**src/hw/rtl/ppm_pkg.sv**
```systemverilog
`default_nettype none

package ppm_pkg;

	// Field widths
	localparam int unsigned CountW = 32;
	localparam int unsigned SumW   = 40;
	localparam int unsigned BitsW  = 32;
	localparam int unsigned SeenW  = 17;
	localparam int unsigned PosW   = 33;

	// Configuration register indexes
	localparam logic [1:0] CFG_SCALAR_TYPE    = 2'd0;
	localparam logic [1:0] CFG_ELEMENT_COUNT  = 2'd1;
	localparam logic [1:0] CFG_ELEMENT_OFFSET = 2'd2;

	// Compare modes (code 3 compares as unsigned)
	localparam logic [1:0] SCALAR_UNSIGNED = 2'd0;
	localparam logic [1:0] SCALAR_SIGNED   = 2'd1;
	localparam logic [1:0] SCALAR_FLOAT    = 2'd2;

	// Result status codes
	localparam logic [1:0] STATUS_OK       = 2'd0;
	localparam logic [1:0] STATUS_TOO_MANY = 2'd1;
	localparam logic [1:0] STATUS_MISMATCH = 2'd2;

	// One probe record, last field in the lowest bits
	typedef struct packed {
		logic [BitsW-1:0]  hit_bits;
		logic [BitsW-1:0]  hit_index;
		logic [BitsW-1:0]  high_bits;
		logic [BitsW-1:0]  low_bits;
		logic [CountW-1:0] inf_count;
		logic [CountW-1:0] nan_count;
		logic [CountW-1:0] match_count;
		logic [CountW-1:0] finite_count;
	} rec_t;

	// Accumulated totals of a closed set
	typedef struct packed {
		logic [SumW-1:0]  sum_finite;
		logic [SumW-1:0]  sum_matched;
		logic [SumW-1:0]  sum_nan;
		logic [SumW-1:0]  sum_inf;
		logic             have_extrema;
		logic [BitsW-1:0] best_low;
		logic [BitsW-1:0] best_high;
		logic [BitsW-1:0] best_hit_index;
		logic [BitsW-1:0] best_hit_bits;
		logic             too_many;
	} acc_t;

	// Summary item, last field in the lowest bits
	typedef struct packed {
		logic [2:0]       pad;
		logic [1:0]       status;
		logic [BitsW-1:0] first_value_bits;
		logic [PosW-1:0]  first_position;
		logic             first_valid;
		logic [BitsW-1:0] max_value_bits;
		logic [BitsW-1:0] min_value_bits;
		logic             extrema_valid;
		logic [SumW-1:0]  total_inf;
		logic [SumW-1:0]  total_nan;
		logic [SumW-1:0]  total_matched;
		logic [SumW-1:0]  total_finite;
	} res_t;

	// Saturating add of a record count into a running sum
	function automatic logic [SumW-1:0] sat_add(input logic [SumW-1:0] a,
		input logic [CountW-1:0] b);
		logic [SumW:0] s;
		s = {1'b0, a} + {{(SumW+1-CountW){1'b0}}, b};
		return s[SumW] ? {SumW{1'b1}} : s[SumW-1:0];
	endfunction

	function automatic logic is_nan(input logic [BitsW-1:0] v);
		return (v[30:23] == 8'hFF) && (v[22:0] != 23'd0);
	endfunction

	// True when a orders strictly before b in the given mode
	function automatic logic less_than(input logic [1:0] mode,
		input logic [BitsW-1:0] a, input logic [BitsW-1:0] b);
		logic [BitsW-1:0] ka;
		logic [BitsW-1:0] kb;
		logic             res;
		ka = a[31] ? ~a : (a | 32'h8000_0000);
		kb = b[31] ? ~b : (b | 32'h8000_0000);
		case (mode)
			SCALAR_SIGNED: res = (a ^ 32'h8000_0000) < (b ^ 32'h8000_0000);
			SCALAR_FLOAT: begin
				if (is_nan(a) || is_nan(b))
					res = 1'b0;
				else if (a[30:0] == 31'd0 && b[30:0] == 31'd0)
					res = 1'b0;
				else
					res = ka < kb;
			end
			default: res = a < b;
		endcase
		return res;
	endfunction

endpackage

`default_nettype wire

```
**src/hw/rtl/probe_partial_merge.sv**
```systemverilog
`default_nettype none

// Merges per-workgroup probe records into one summary. One record is taken
// per clock, back to back, unless a closing record waits on a stalled check
// stage; the record goes through an input register, then a single accumulate
// stage (saturating count sums, min/max compare, smallest first index) closes
// the feedback loop. A record with tlast set closes the set: its totals move to
// a check stage that derives the status and first position, and the summary
// reaches the master side through an output register. Accumulation restarts
// from clear state with the following record, so sets may follow without a gap.
// Configuration must only be written while no record is in flight.
module probe_partial_merge #(
	parameter int unsigned MAX_RECORDS = 256
) (
	input  wire logic         clk,
	input  wire logic         arst_n,
	// Configuration write channel
	input  wire logic         cfg_valid,
	output logic              cfg_ready,
	input  wire logic [1:0]   cfg_index,
	input  wire logic [39:0]  cfg_data,
	// Records in
	input  wire logic         s_tvalid,
	output logic              s_tready,
	// finite_count, match_count, nan_count, inf_count, low_bits, high_bits,
	// hit_index, hit_bits (32 bits each, lowest first)
	input  wire logic [255:0] s_tdata,
	input  wire logic         s_tlast,   // final_record
	// Summary out
	output logic              m_tvalid,
	input  wire logic         m_tready,
	// total_finite, total_matched, total_nan, total_inf (40 each), extrema_valid,
	// min_value_bits, max_value_bits (32 each), first_valid, first_position (33),
	// first_value_bits (32), status (2), zero pad (3); lowest first
	output logic [295:0]      m_tdata
);

	localparam logic [ppm_pkg::SeenW-1:0] MaxRec = ppm_pkg::SeenW'(MAX_RECORDS);

	// Configuration registers
	logic [1:0]                 scalar_type_q;
	logic [ppm_pkg::SumW-1:0]   element_count_q;
	logic [ppm_pkg::BitsW-1:0]  element_offset_q;

	assign cfg_ready = 1'b1;

	always_ff @(posedge clk or negedge arst_n) begin
		if (!arst_n) begin
			scalar_type_q    <= ppm_pkg::SCALAR_UNSIGNED;
			element_count_q  <= '0;
			element_offset_q <= '0;
		end else if (cfg_valid) begin
			unique case (cfg_index)
				ppm_pkg::CFG_SCALAR_TYPE:    scalar_type_q    <= cfg_data[1:0];
				ppm_pkg::CFG_ELEMENT_COUNT:  element_count_q  <= cfg_data;
				ppm_pkg::CFG_ELEMENT_OFFSET: element_offset_q <= cfg_data[31:0];
				default: ;
			endcase
		end
	end

	// Pipeline handshake
	logic          vld_s1, vld_s2, vld_s3;
	ppm_pkg::rec_t rec_s1;
	logic          last_s1;
	ppm_pkg::acc_t acc_s2;
	ppm_pkg::res_t res_s3;
	logic          take_s3, take_s2, take_s1;

	assign take_s3  = !vld_s3 || m_tready;
	assign take_s2  = !vld_s2 || take_s3;
	assign take_s1  = vld_s1 && (!last_s1 || take_s2);
	assign s_tready = !vld_s1 || take_s1;

	// Input register
	always_ff @(posedge clk or negedge arst_n) begin
		if (!arst_n)
			vld_s1 <= 1'b0;
		else if (s_tready)
			vld_s1 <= s_tvalid;
	end

	always_ff @(posedge clk) begin
		if (s_tready && s_tvalid) begin
			rec_s1  <= ppm_pkg::rec_t'(s_tdata);
			last_s1 <= s_tlast;
		end
	end

	// Accumulation state
	logic [ppm_pkg::SumW-1:0]  sum_finite_q, sum_matched_q, sum_nan_q, sum_inf_q;
	logic                      have_q;
	logic [ppm_pkg::BitsW-1:0] best_low_q, best_high_q, best_idx_q, best_bits_q;
	logic [ppm_pkg::SeenW-1:0] seen_q;

	ppm_pkg::acc_t             acc_d;
	logic [ppm_pkg::SeenW-1:0] seen_d;
	logic                      has_finite;

	// Fold the registered record into the running state
	always_comb begin
		has_finite = rec_s1.finite_count != '0;
		acc_d.sum_finite  = ppm_pkg::sat_add(sum_finite_q, rec_s1.finite_count);
		acc_d.sum_matched = ppm_pkg::sat_add(sum_matched_q, rec_s1.match_count);
		acc_d.sum_nan     = ppm_pkg::sat_add(sum_nan_q, rec_s1.nan_count);
		acc_d.sum_inf     = ppm_pkg::sat_add(sum_inf_q, rec_s1.inf_count);
		acc_d.have_extrema = have_q || has_finite;
		acc_d.best_low     = best_low_q;
		acc_d.best_high    = best_high_q;
		if (has_finite) begin
			if (!have_q || ppm_pkg::less_than(scalar_type_q, rec_s1.low_bits, best_low_q))
				acc_d.best_low = rec_s1.low_bits;
			if (!have_q || ppm_pkg::less_than(scalar_type_q, best_high_q, rec_s1.high_bits))
				acc_d.best_high = rec_s1.high_bits;
		end
		if (rec_s1.hit_index < best_idx_q) begin
			acc_d.best_hit_index = rec_s1.hit_index;
			acc_d.best_hit_bits  = rec_s1.hit_bits;
		end else begin
			acc_d.best_hit_index = best_idx_q;
			acc_d.best_hit_bits  = best_bits_q;
		end
		seen_d = (seen_q != {ppm_pkg::SeenW{1'b1}}) ? seen_q + 1'b1 : seen_q;
		acc_d.too_many = seen_d > MaxRec;
	end

	// A closing record returns the state to clear
	always_ff @(posedge clk or negedge arst_n) begin
		if (!arst_n) begin
			sum_finite_q  <= '0;
			sum_matched_q <= '0;
			sum_nan_q     <= '0;
			sum_inf_q     <= '0;
			have_q        <= 1'b0;
			best_low_q    <= '0;
			best_high_q   <= '0;
			best_idx_q    <= '1;
			best_bits_q   <= '0;
			seen_q        <= '0;
		end else if (take_s1) begin
			if (last_s1) begin
				sum_finite_q  <= '0;
				sum_matched_q <= '0;
				sum_nan_q     <= '0;
				sum_inf_q     <= '0;
				have_q        <= 1'b0;
				best_low_q    <= '0;
				best_high_q   <= '0;
				best_idx_q    <= '1;
				best_bits_q   <= '0;
				seen_q        <= '0;
			end else begin
				sum_finite_q  <= acc_d.sum_finite;
				sum_matched_q <= acc_d.sum_matched;
				sum_nan_q     <= acc_d.sum_nan;
				sum_inf_q     <= acc_d.sum_inf;
				have_q        <= acc_d.have_extrema;
				best_low_q    <= acc_d.best_low;
				best_high_q   <= acc_d.best_high;
				best_idx_q    <= acc_d.best_hit_index;
				best_bits_q   <= acc_d.best_hit_bits;
				seen_q        <= seen_d;
			end
		end
	end

	// Closed set totals
	always_ff @(posedge clk or negedge arst_n) begin
		if (!arst_n)
			vld_s2 <= 1'b0;
		else if (take_s2)
			vld_s2 <= take_s1 && last_s1;
	end

	always_ff @(posedge clk) begin
		if (take_s2 && take_s1 && last_s1)
			acc_s2 <= acc_d;
	end

	// Checks and output formatting
	ppm_pkg::res_t             res_d;
	logic                      first_valid;
	logic [ppm_pkg::SumW+1:0]  covered;
	logic                      mismatch;

	always_comb begin
		first_valid = acc_s2.best_hit_index != {ppm_pkg::BitsW{1'b1}};
		covered = {2'b0, acc_s2.sum_finite} + {2'b0, acc_s2.sum_nan} + {2'b0, acc_s2.sum_inf};
		mismatch = (covered != {2'b0, element_count_q})
			|| (acc_s2.sum_matched > element_count_q)
			|| (first_valid && ({8'd0, acc_s2.best_hit_index} >= element_count_q))
			|| ((acc_s2.sum_matched == '0) == first_valid);

		res_d.pad            = '0;
		res_d.total_finite   = acc_s2.sum_finite;
		res_d.total_matched  = acc_s2.sum_matched;
		res_d.total_nan      = acc_s2.sum_nan;
		res_d.total_inf      = acc_s2.sum_inf;
		res_d.extrema_valid  = acc_s2.have_extrema;
		res_d.min_value_bits = acc_s2.have_extrema ? acc_s2.best_low : '0;
		res_d.max_value_bits = acc_s2.have_extrema ? acc_s2.best_high : '0;
		res_d.first_valid    = first_valid;
		res_d.first_position = first_valid
			? {1'b0, element_offset_q} + {1'b0, acc_s2.best_hit_index} : '0;
		res_d.first_value_bits = first_valid ? acc_s2.best_hit_bits : '0;
		if (acc_s2.too_many)
			res_d.status = ppm_pkg::STATUS_TOO_MANY;
		else if (mismatch)
			res_d.status = ppm_pkg::STATUS_MISMATCH;
		else
			res_d.status = ppm_pkg::STATUS_OK;
	end

	// Output register
	always_ff @(posedge clk or negedge arst_n) begin
		if (!arst_n)
			vld_s3 <= 1'b0;
		else if (take_s3)
			vld_s3 <= vld_s2;
	end

	always_ff @(posedge clk) begin
		if (take_s3 && vld_s2)
			res_s3 <= res_d;
	end

	assign m_tvalid = vld_s3;
	assign m_tdata  = res_s3;

endmodule

`default_nettype wire
```
**config.mk**
```make
export PLATFORM = sky130hd
export DESIGN_NAME = probe_partial_merge
export DESIGN_NICKNAME = d
export VERILOG_FILES = /design/src/hw/rtl/ppm_pkg.sv /design/src/hw/rtl/probe_partial_merge.sv
export SDC_FILE = /design/constraint.sdc
export NUM_CORES = 2
export LEC_CHECK = 0
export BUFFER_PORTS_ARGS = -buffer_cell sky130_fd_sc_hd__buf_2
export CAP_MARGIN = 0
export CORE_UTILIZATION = 60
export DETAILED_ROUTE_END_ITERATION = 8
export GPL_ROUTABILITY_DRIVEN = 1
export PLACE_DENSITY = 0.81
export SLEW_MARGIN = 40
export SYNTH_ARGS = -nofsm -noshare
export SYNTH_HDL_FRONTEND = slang
export SYNTH_SLANG_ARGS = --single-unit
export TNS_END_PERCENT = 100
```
**constraint.sdc**
```tcl
create_clock -name clk -period 17.7 [get_ports clk]
set_clock_uncertainty 0.1 [all_clocks]
set_input_delay 1.77 -clock clk [delete_from_list [all_inputs] [get_ports clk]]
set_output_delay 1.77 -clock clk [all_outputs]
set_load 0.005 [all_outputs]
```
* Yosys cells after proc, flatten, opt, wreduce, memory -nomap -nowiden
Index checks and enable logic that the tools add are counted.
** Word-level totals
- Flip-flop bits (word level) :: 1223
- Bits in latches :: 0
- Bits in writable memories :: 0
- ROM bits :: 0
- Bits of input ports :: 304
- Output and inout bits :: 299
- Word-level logic and storage cells :: 160
- Memories :: 0
** Operators by class
- $add $sub $neg :: 8
- Multiply operators :: 0
- Div/mod/pow operators :: 0
- $lt $le $gt $ge :: 10
- Eq/ne operators :: 12
- Shift-type cells :: 0
- Muxes and demuxes :: 32
- Bitwise gates (word level) :: 8
- Reductions and logical operators :: 44
** Operators with widths (count)
- 2-to-1 mux 32 bit :: 10
- 2-to-1 mux 40 bit :: 8
- less-than comparator 32 bit :: 7
- adder 40 x 32 -> 41 bit :: 4
- 2-to-1 mux 64 bit :: 2
- inverter 32 bit :: 4
- zero test 31 bit :: 4
- nonzero test 23 bit :: 4
- adder 41 x 40 -> 42 bit :: 1
- inequality test 42 x 40 -> 1 bit :: 1
- adder 40 x 40 -> 41 bit :: 1
- greater-or-equal comparator 32 x 40 -> 1 bit :: 1
- greater-than comparator 40 bit :: 1
- zero test 40 bit :: 1
- 2-to-1 mux 17 bit :: 2
- adder 32 x 32 -> 33 bit :: 1
- == test 8 bit, second input constant :: 4
- inequality test 32 bit, second input constant :: 1
- nonzero test 32 bit :: 1
- adder 17 x 1 -> 17 bit, second input constant :: 1
- greater-than comparator 17 x 9 -> 1 bit, second input constant :: 1
- inequality test 17 bit, second input constant :: 1
- logical AND 1 bit :: 13
- logical OR 1 bit :: 12
- other kinds (10) :: 28

* Logic depth before layout (Yosys ltp)
- Depth after elaboration :: 11
- Gate-level depth with buffers :: 16
- Gate-level depth less buffers :: 15

* Least setup slack after synthesis
OpenSTA, ideal clock, no wires.
- Path kind :: input -> register
- Start point :: in m_tready
- End point :: reg res_s3 (netlist bit m_tdata[0]), enable pin
- Setup time :: 0.988 ns
- Data arrival time :: 14.756 ns
- Data required time :: 16.612 ns
- Slack :: 1.856 ns
- Cell stages on the path :: 2
- Buffers on the path :: 0
- Path through :: nor2b_1 > nor2b_1
** On the way
- Longest elaborated chain between the ends :: 2
** Ends and longest elaborated chain
- start, declared :: RTL line probe_partial_merge.sv:31 : input wire logic m_tready,
- logical OR 1 bit :: RTL line probe_partial_merge.sv:70 : assign take_s3 = !vld_s3 || m_tready;
- logical AND 1 bit :: RTL line probe_partial_merge.sv:223 : if (take_s3 && vld_s2)
- end signal, assigned :: RTL line probe_partial_merge.sv:224 : res_s3 <= res_d;
- end, declared :: RTL line probe_partial_merge.sv:67 : ppm_pkg::res_t res_s3;
No other way between the ends.
A chain may end at the register's enable or synchronous reset.

* Worst setup path in the final report
- Start point :: reg acc_s2[274] (netlist bit)
- End point :: reg res_s3 (netlist bit m_tdata[292]) (data pin)
** On the way
- Longest elaborated chain between the ends :: 7
** Ends and longest elaborated chain
- start, declared :: RTL line probe_partial_merge.sv:66 : ppm_pkg::acc_t acc_s2;
- start signal, assigned :: RTL line probe_partial_merge.sv:177 : acc_s2 <= acc_d;
- adder 40 x 40 -> 41 bit :: RTL line probe_partial_merge.sv:188 : covered = {2'b0, acc_s2.sum_finite} + {2'b0, acc_s2.sum_nan} + {2'b0, acc_s2.sum_inf};
- adder 41 x 40 -> 42 bit :: RTL line probe_partial_merge.sv:188
- inequality test 42 x 40 -> 1 bit :: RTL line probe_partial_merge.sv:189 : mismatch = (covered != {2'b0, element_count_q})
- logical OR 1 bit :: RTL line probe_partial_merge.sv:190 : || (acc_s2.sum_matched > element_count_q)
- logical OR 1 bit :: RTL line probe_partial_merge.sv:191 : || (first_valid && ({8'd0, acc_s2.best_hit_index} >= element_count_q))
- logical OR 1 bit :: RTL line probe_partial_merge.sv:192 : || ((acc_s2.sum_matched == '0) == first_valid);
- 2-to-1 mux 2 bit :: RTL line probe_partial_merge.sv:208 : else if (mismatch)
No other way between the ends.

==> out/qor.yml <==
clock_network:
  cts_max_path_buffers: 3
  clockRootBuffer: "clkbuf_16"
  path_clk_slew_ps: 60
  cts_buffers: 121
  cts_hold_repair.buffers: 0
  htree_levels: 3
  cts_resized: 0
  cts_setup_buffers: 0
  clk_latency_ps: 740
  cts_tree: "yes"
  clkSinkCount: 1223
pwr:
  p_clk_share_pct: 21.5
  combinationalPowerShare_pct: 43.0
  power.density_nw_per_um2: 172
  net-switching-power_uw: 4870
  p_leak_uw: 0.0302
  p_seq_share_pct: 35.5
  switching_share_pct: 39.7
  vdd_drop_max_mv: 0.132
  intPower_uw: 7410
global_routing:
  grt_overflow_total: 0
  grt_max_degree: 116
  grt_usage_pct: 33.8
  grt_first_pass_wirelength_um: 270000
  grt_pass1_vias: 44335
  antenna_found_initial: 20
timing:
  hold_violations: 0
  grt_setup_unrepaired: "false"
  min_period_ps: 4630
  finalCritPeriodShare_pct: 26.2
  fmax_ghz: 0.216
  tightest_slew_ps: 894
  maxSlewHeadroom_pct: 40.4
  fin_setup_tns_ps: 0
  slew_viol_final: 0
  setup_viol: 0
finish:
  num-fill-cells: 7213
  fin_util_pct: 69.1
  area_growth_pct: 14.1
  nets: 6436
  final_cell_mix: "edfxtp_1 (840), buf_2 (597), ha_1 (429), dfrtp_1 (351), nand2_1 (313)"
  final_common_cell: "edfxtp_1"
  final_layout_size_suffix_gt1_share_pct: 18.6
floorplanning:
  design.die.area_um2: 106000
  die_w_um: 325
  die_y_um: 325
  num_rows: 118
  num_io_pins: 603
  start_util_pct: 60.5
  placeableCoreArea_um2: 103000
logic_synthesis:
  syn-cell-area_um2: 62700
  ys_types: 99
  ys_ff_latch: 1223
  seq_area_frac_synth_pct: 55.6
  synth.avg_cell_area_um2: 12.4
  synthFlopType: "edfxtp_1"
  yosysWarnings: 0
  ys_async_sr_fraction_pct: 31.3
  netlist_instances: 5059
  synth-edff-count: 840
routing:
  wl_per_cell_um: 25.3
  drt_iter0_drc: 4886
  first_pass_iters: 6
  drc: 0
  drtAntennaViolNets: 0
  vias: 45668
  totalWireLength_um: 181000
  viasPerCell: 6.38
setup_path:
  startpoint: "acc_s2[274]"
  critPathArrivalTime_ps: 5010
  end_kind: "register"
  worstPathRequired_ps: 18080
  r2r-start: "acc_s2[274]"
  cp_max_fo: 6
  timing_worst_setup_path_type: "reg2reg"
  cp-start-kind: "register"
place:
  gp_congestion: 0.998
  numPortBuffers: 598
  hpwlAfterDp_um: 134000
status:
  status: "finished, final reports clean"
min_path:
  hp-start: "acc_s2[130]"
  worst_hold_path_type: "reg2reg"
flow_run:
  drv_cap: 0
[metrics by stage]
stage	instances	hold WS [ps]	setup WS, ps	area [µm²]	power (µW)
CTS	7143	338	13000	71400	12200
detailed placement	6912	343	12580	67300	9490
floorplan	5061	324	1860	62700	7850
finish	7159	347	13070	71500	12300
global placement	6904	339	12480	67100	9390
global route	7154	345	12820	71500	12900
[final cells by class]
cell class	count	area, µm²	share of cell area (%)
diodes	14	35.0	0.0490
clock inverters	56	629	0.880
repair buffers	649	3560	4.98
inverters	213	812	1.14
well taps	1380	1730	2.42
clock buffers	175	3480	4.87
flip-flops and latches	1223	34800	48.8
multi-input cells	3449	26400	36.9
[cell families (layout without fill, tap and decap cells)]
family | count (synthesis) | after routing | synth area share [%]
adder cells (fa/ha/maj) | 475 | 475 | 10.0
other | 2 | 18 | 0.0120
XOR/XNOR | 294 | 294 | 4.11
AND/OR/NAND/NOR | 1196 | 1196 | 9.73
buffers and inverters | 389 | 1093 | 2.46
flip-flops | 1223 | 1223 | 55.6
multiplexers | 229 | 229 | 4.08
AO/OA/AOI/OAI | 1251 | 1251 | 14.0
[cells in the mapped netlist, types with 69 or more instances]
master    instances  share of area, %
edfxtp_1        840                40
ha_1            429               8.6
dfrtp_1         351                14
nand2_1         314               1.9
a21oi_1         257               2.1
a22o_1          220               3.1
inv_1           213               1.3
nor2_1          200               1.2
xnor2_1         158               2.2
o21ai_0         157               1.3
mux2_2          149               2.7
xor2_1          136               1.9
and2_1          127               1.3
a21o_1          125               1.5
clkbuf_1        115              0.69
nand4_1         102               1.0
nor3_1           85              0.68
nand3_1          75              0.60
nor4_1           69              0.69
[critical path: stages, from the launching register on]
cell	delay [ps]
edfxtp_1	470
fa_1	490
ha_1	430
a21oi_1	300
o21ai_1	230
o2bb2ai_1	170
a221oi_1	300
o311ai_1	190
or4_1	570
nor4_1	470
nand4_1	210
nor4_2	380
nor2_1	80
[flip-flops by register name, summed over array words and instances, names as in the netlist, 2 cells and up]
| register | flops |
|---|---|
| sum_matched_q | 40 |
| sum_nan_q | 40 |
| acc_s2 | 290 |
| best_bits_q | 32 |
| best_low_q | 32 |
| m_tdata | 293 |
| element_offset_q | 32 |
| sum_inf_q | 40 |
| seen_q | 17 |
| rec_s1 | 256 |
| best_high_q | 32 |
| scalar_type_q | 2 |
| element_count_q | 40 |
| best_idx_q | 32 |
| sum_finite_q | 40 |
[worst paths after layout]
| path | end | slack (ps) | depth (start not counted) |
|---|---|---|---|
| hold reg to reg | m_tdata[120] | 350 | 0 |
| hold / removal | m_tdata[120] | 350 | 0 |
| setup / recovery | m_tdata[292] | 13070 | 12 |
| min in group asynchronous | scalar_type_q[1] | 910 | 1 |
| max in group asynchronous | sum_finite_q[19] | 14540 | 4 |
| setup reg to reg | m_tdata[292] | 13070 | 12 |
[routing by layer]
metal | wire length, µm | global-route usage (%) | up-vias
met5 | 73 | 0 | -
met4 | 9920 | 16.2 | 12
met3 | 17000 | 7.51 | 494
met2 | 85400 | 54.2 | 2386
met1 | 69000 | 43.8 | 22446
li1 | - | - | 20330
[power groups by stage]
stage / Sequential (µW) / Clock (µW) / Combinational (µW)
5_1_grt: 4390 / 2770 / 5730
2_1_floorplan: 4200 / 0 / 3660
6_report: 4360 / 2640 / 5280
4_1_cts: 4340 / 2660 / 5150
3_5_place_dp: 4380 / 0 / 5110
3_3_place_gp: 4370 / 0 / 5020
Power figures use the tool's default switching activity.
